--- src/rtl/core/sacf_ram.sv ---
// Generic simple dual-port RAM with one write port and one registered read port.
// Used for the tag rows and the valid/FIFO rows of the cache. No dependencies.
module sacf_ram #(
    parameter int WIDTH = 8,
    parameter int DEPTH = 16
) (
    input  logic                                  aclk,
    input  logic                                  wr_en,
    input  logic [(DEPTH > 1 ? $clog2(DEPTH) : 1)-1:0] wr_addr,
    input  logic [WIDTH-1:0]                      wr_data,
    input  logic                                  rd_en,
    input  logic [(DEPTH > 1 ? $clog2(DEPTH) : 1)-1:0] rd_addr,
    output logic [WIDTH-1:0]                      rd_data
);

    logic [WIDTH-1:0] mem [DEPTH];

    always_ff @(posedge aclk) begin
        if (wr_en) begin
            mem[wr_addr] <= wr_data;
        end
        if (rd_en) begin
            rd_data <= mem[rd_addr];
        end
    end

endmodule

--- config.mk ---
export PLATFORM = sky130hd
export DESIGN_NAME = sacf_ram
export DESIGN_NICKNAME = d
export VERILOG_FILES = /design/src/rtl/core/sacf_ram.sv
export SDC_FILE = /design/constraint.sdc
export NUM_CORES = 1
export LEC_CHECK = 0
export BUFFER_PORTS_ARGS = -buffer_cell sky130_fd_sc_hd__buf_4
export CELL_PAD_IN_SITES_DETAIL_PLACEMENT = 0
export CELL_PAD_IN_SITES_GLOBAL_PLACEMENT = 2
export CORE_ASPECT_RATIO = 0.5
export CORE_UTILIZATION = 52
export DETAILED_ROUTE_END_ITERATION = 10
export PLACE_DENSITY = 0.88
export SYNTH_ARGS = -nofsm -noshare
export SYNTH_HDL_FRONTEND = slang
export SYNTH_SLANG_ARGS = --single-unit
--- constraint.sdc ---
create_clock -name aclk -period 4.45 [get_ports aclk]
set_input_delay 0.89 -clock aclk [delete_from_list [all_inputs] [get_ports aclk]]
set_output_delay 0.89 -clock aclk [all_outputs]
set_load 0.005 [all_outputs]
==> impl_metrics.csv <==
group,metric,value,unit
routing,vias,2385,
sta,worst_pin_slew,1.20,ns
logic_synthesis,synth_fa_ha_area_frac,0,
sta,slew_headroom,0.196,
layout,fillCellCount,621,
clock_network,clockRootBuffer,"clkbuf_16",
routing,finalWirelength,10100,um
routing,first_iter_violations,214,
logic_synthesis,synth_xor_area_frac,0,
global_route,grt_start_max_net_pins,33,
floorplan,ioPinCount,27,
clock_network,post_cts_resized,0,
layout,seq_area,0.00408,sq mm
routing,wl_per_cell,24.5,um
logic_synthesis,synth-simple-area-share,0.0314,
critical_path,required,4.59,ns
logic_synthesis,synthesis.nets,248,
worst_hold_path,hp-class,"flip-flop to flip-flop",
layout,drive_gt1_frac,0.272,
clock_network,clk_pin_slew_worst_paths,0.06,ns
layout,postLayoutCoreUtil,0.637,
logic_synthesis,syn_area,0.00523,sq mm
global_route,grt_usage,0.217,
logic_synthesis,synthTopCellsByCount,"136 x edfxtp_1, 18 x mux4_2, 16 x a22oi_1",
critical_path,critPathMaxFanout,32,
logic_synthesis,yosys.area.top_type_share,0.781,
place,place_hpwl,6370,um
routing,postRouteAntennaNets,0,
logic_synthesis,post_synth.cell_area_avg,22.8,sq um
floorplan,die_h,72.9,um
logic_synthesis,synthFlopType,"edfxtp_1",
place,port_buffers,26,
clock_network,clock_latency,0.41,ns
routing,drc_errors,0,
global_route,grt_overflow,0,
power,vdd_drop_max,0.207,mV
power,power.density,485,mW/mm^2
logic_synthesis,seq_area_frac_synth,0.781,
critical_path,cp-start-kind,"input pin",
layout,multi_input_area,0.00106,sq mm
routing,vias_per_cell,5.76,
place,dpl_worst_slack,1.46,ns
floorplan,dieArea,0.0105,sq mm
logic_synthesis,async_reset_ff_frac,0,
floorplan,core-area,0.00960,sq mm
logic_synthesis,synth.most_common_cell,"edfxtp_1",
clock_network,cts_setup_buffers,0,
logic_synthesis,synth_area_leader_cell,"edfxtp_1",
sta,fin_tns_setup,0,ns
job,drv_cap,0,
sta,fin_crit,2.40,ns
sta,setup_ws,2.05,ns
clock_network,cts_made_buffers,17,
sta,setup_violations,0,
clock_network,cts_tree,"yes",
sta,rsz0062_at_grt,"false",
logic_synthesis,syn_inst,229,
layout,nNetsFinal,286,
logic_synthesis,ys_types,18,
status,status,"completed",
sta,final_max_slew_viol_count,0,
global_route,grt_pass1_vias,2425,
critical_path,worst_ep_arrival_time,2.54,ns
layout,diodes,0,
logic_synthesis,yosys_warnings,0,
power,leakage,2.02,nW
logic_synthesis,synth_compound_area_frac,0.0230,
logic_synthesis,synth-seq-cells,136,
sta,clock.fmax,417,MHz
logic_synthesis,synth_edf_count,136,
routing,drt-pass1-iter-count,4,
place,gp_congestion,0.743,
floorplan,rows,25,
clock_network,clock_path_buffers,2,
logic_synthesis,synth_top_family_by_area,"multiplexers",
critical_path,critPathKind,"input pin to flip-flop",
floorplan,die_w,144,um
floorplan,initial_core_util,0.544,
logic_synthesis,synth_top_cells_by_area,"edfxtp_1 78%, mux4_2 7.8%, mux4_1 7.0%",
clock_network,clock-sinks,136,
sta,hold_viol_final,0,
logic_synthesis,muxShareOfSynthArea,0.148,
clock_network,htree_levels,4,
critical_path,endpoint_kind,"flip-flop",
sta,fin_skew,0.00867,ns
global_route,antenna_found_initial,0,
clock_network,holdBufCountCts,0,
sta,fin_crit_sh,0.539,
sta,timing.hold.ws,0.749,ns
global_route,grt_pass1_wl,15000,um
layout,area_delta_synth_final,16.9,%
-- placed cells by master, fill, tap and decap left out, types with 2 or more instances in the layout --
master	count
edfxtp_1	136
buf_4	28
mux4_2	18
clkbuf_16	17
a22oi_1	16
mux4_1	14
nor2_1	13
nand2_1	9
nor3_1	4
clkinvlp_4	3
clkinv_4	3
bufinv_16	3
nand3b_1	2
nand2b_1	2
clkinv_1	2
clkinv_2	2
-- critical path, stage by stage --
cell	delay, ns
buf_4	0.46
mux4_1	0.67
a22oi_1	0.40
nand2_1	0.11
-- per-stage QoR --
stage / total power, mW / instances / instance area (sq um)
after global routing: 3.04 / 414 / 6110
final: 2.96 / 414 / 6110
after floorplan: 1.55 / 229 / 5230
after CTS: 2.98 / 413 / 6110
after detailed placement: 1.62 / 382 / 5520
after global placement: 1.61 / 382 / 5520
-- layer usage --
layer	vias to the layer above	share of wire	global-route usage
li1	1057	-	-
met1	1223	0.41	0.305
met2	90	0.49	0.337
met3	15	0.091	0.0571
met4	0	0.011	0.0780
met5	-	0	0
-- power by group --
part,internal [mW],total [mW],switching (mW),leakage [nW]
sequential,1.44,1.45,0.00922,1.24
combinational,0.0577,0.135,0.0776,0.510
clock,0.872,1.37,0.502,0.277
total,2.37,2.96,0.589,2.02
-- cell type report --
type                            count  area share
Multi-Input combinational cell     83       0.173
Clock buffer                       18      0.0702
Sequential cell                   136       0.668
Clock inverter                     13      0.0256
Timing Repair Buffer               29      0.0356
Tap cell                          135      0.0276
-- flip-flops by register name (all words and copies together), names as in the netlist --
register and flops:
mem 128, rd_data 8
-- logic make-up after synthesis --
group                  Yosys count
DFF                            136
AOI/OAI and AO/OA               16
muxes                           32
and+or+nand+nor                 35
buffers and inverters           10
-- final timing paths --
kind,startpoint,to,slack (ns),cells after the start
worst min-delay path,mem[15][1],rd_data[1],0.75,3
worst min register to register,mem[15][1],rd_data[1],0.75,3
worst max-delay path,rd_addr[0],rd_data[2],2.05,4
worst max register to register,mem[1][2],rd_data[2],2.77,3
(Power assumes the default switching activity.)
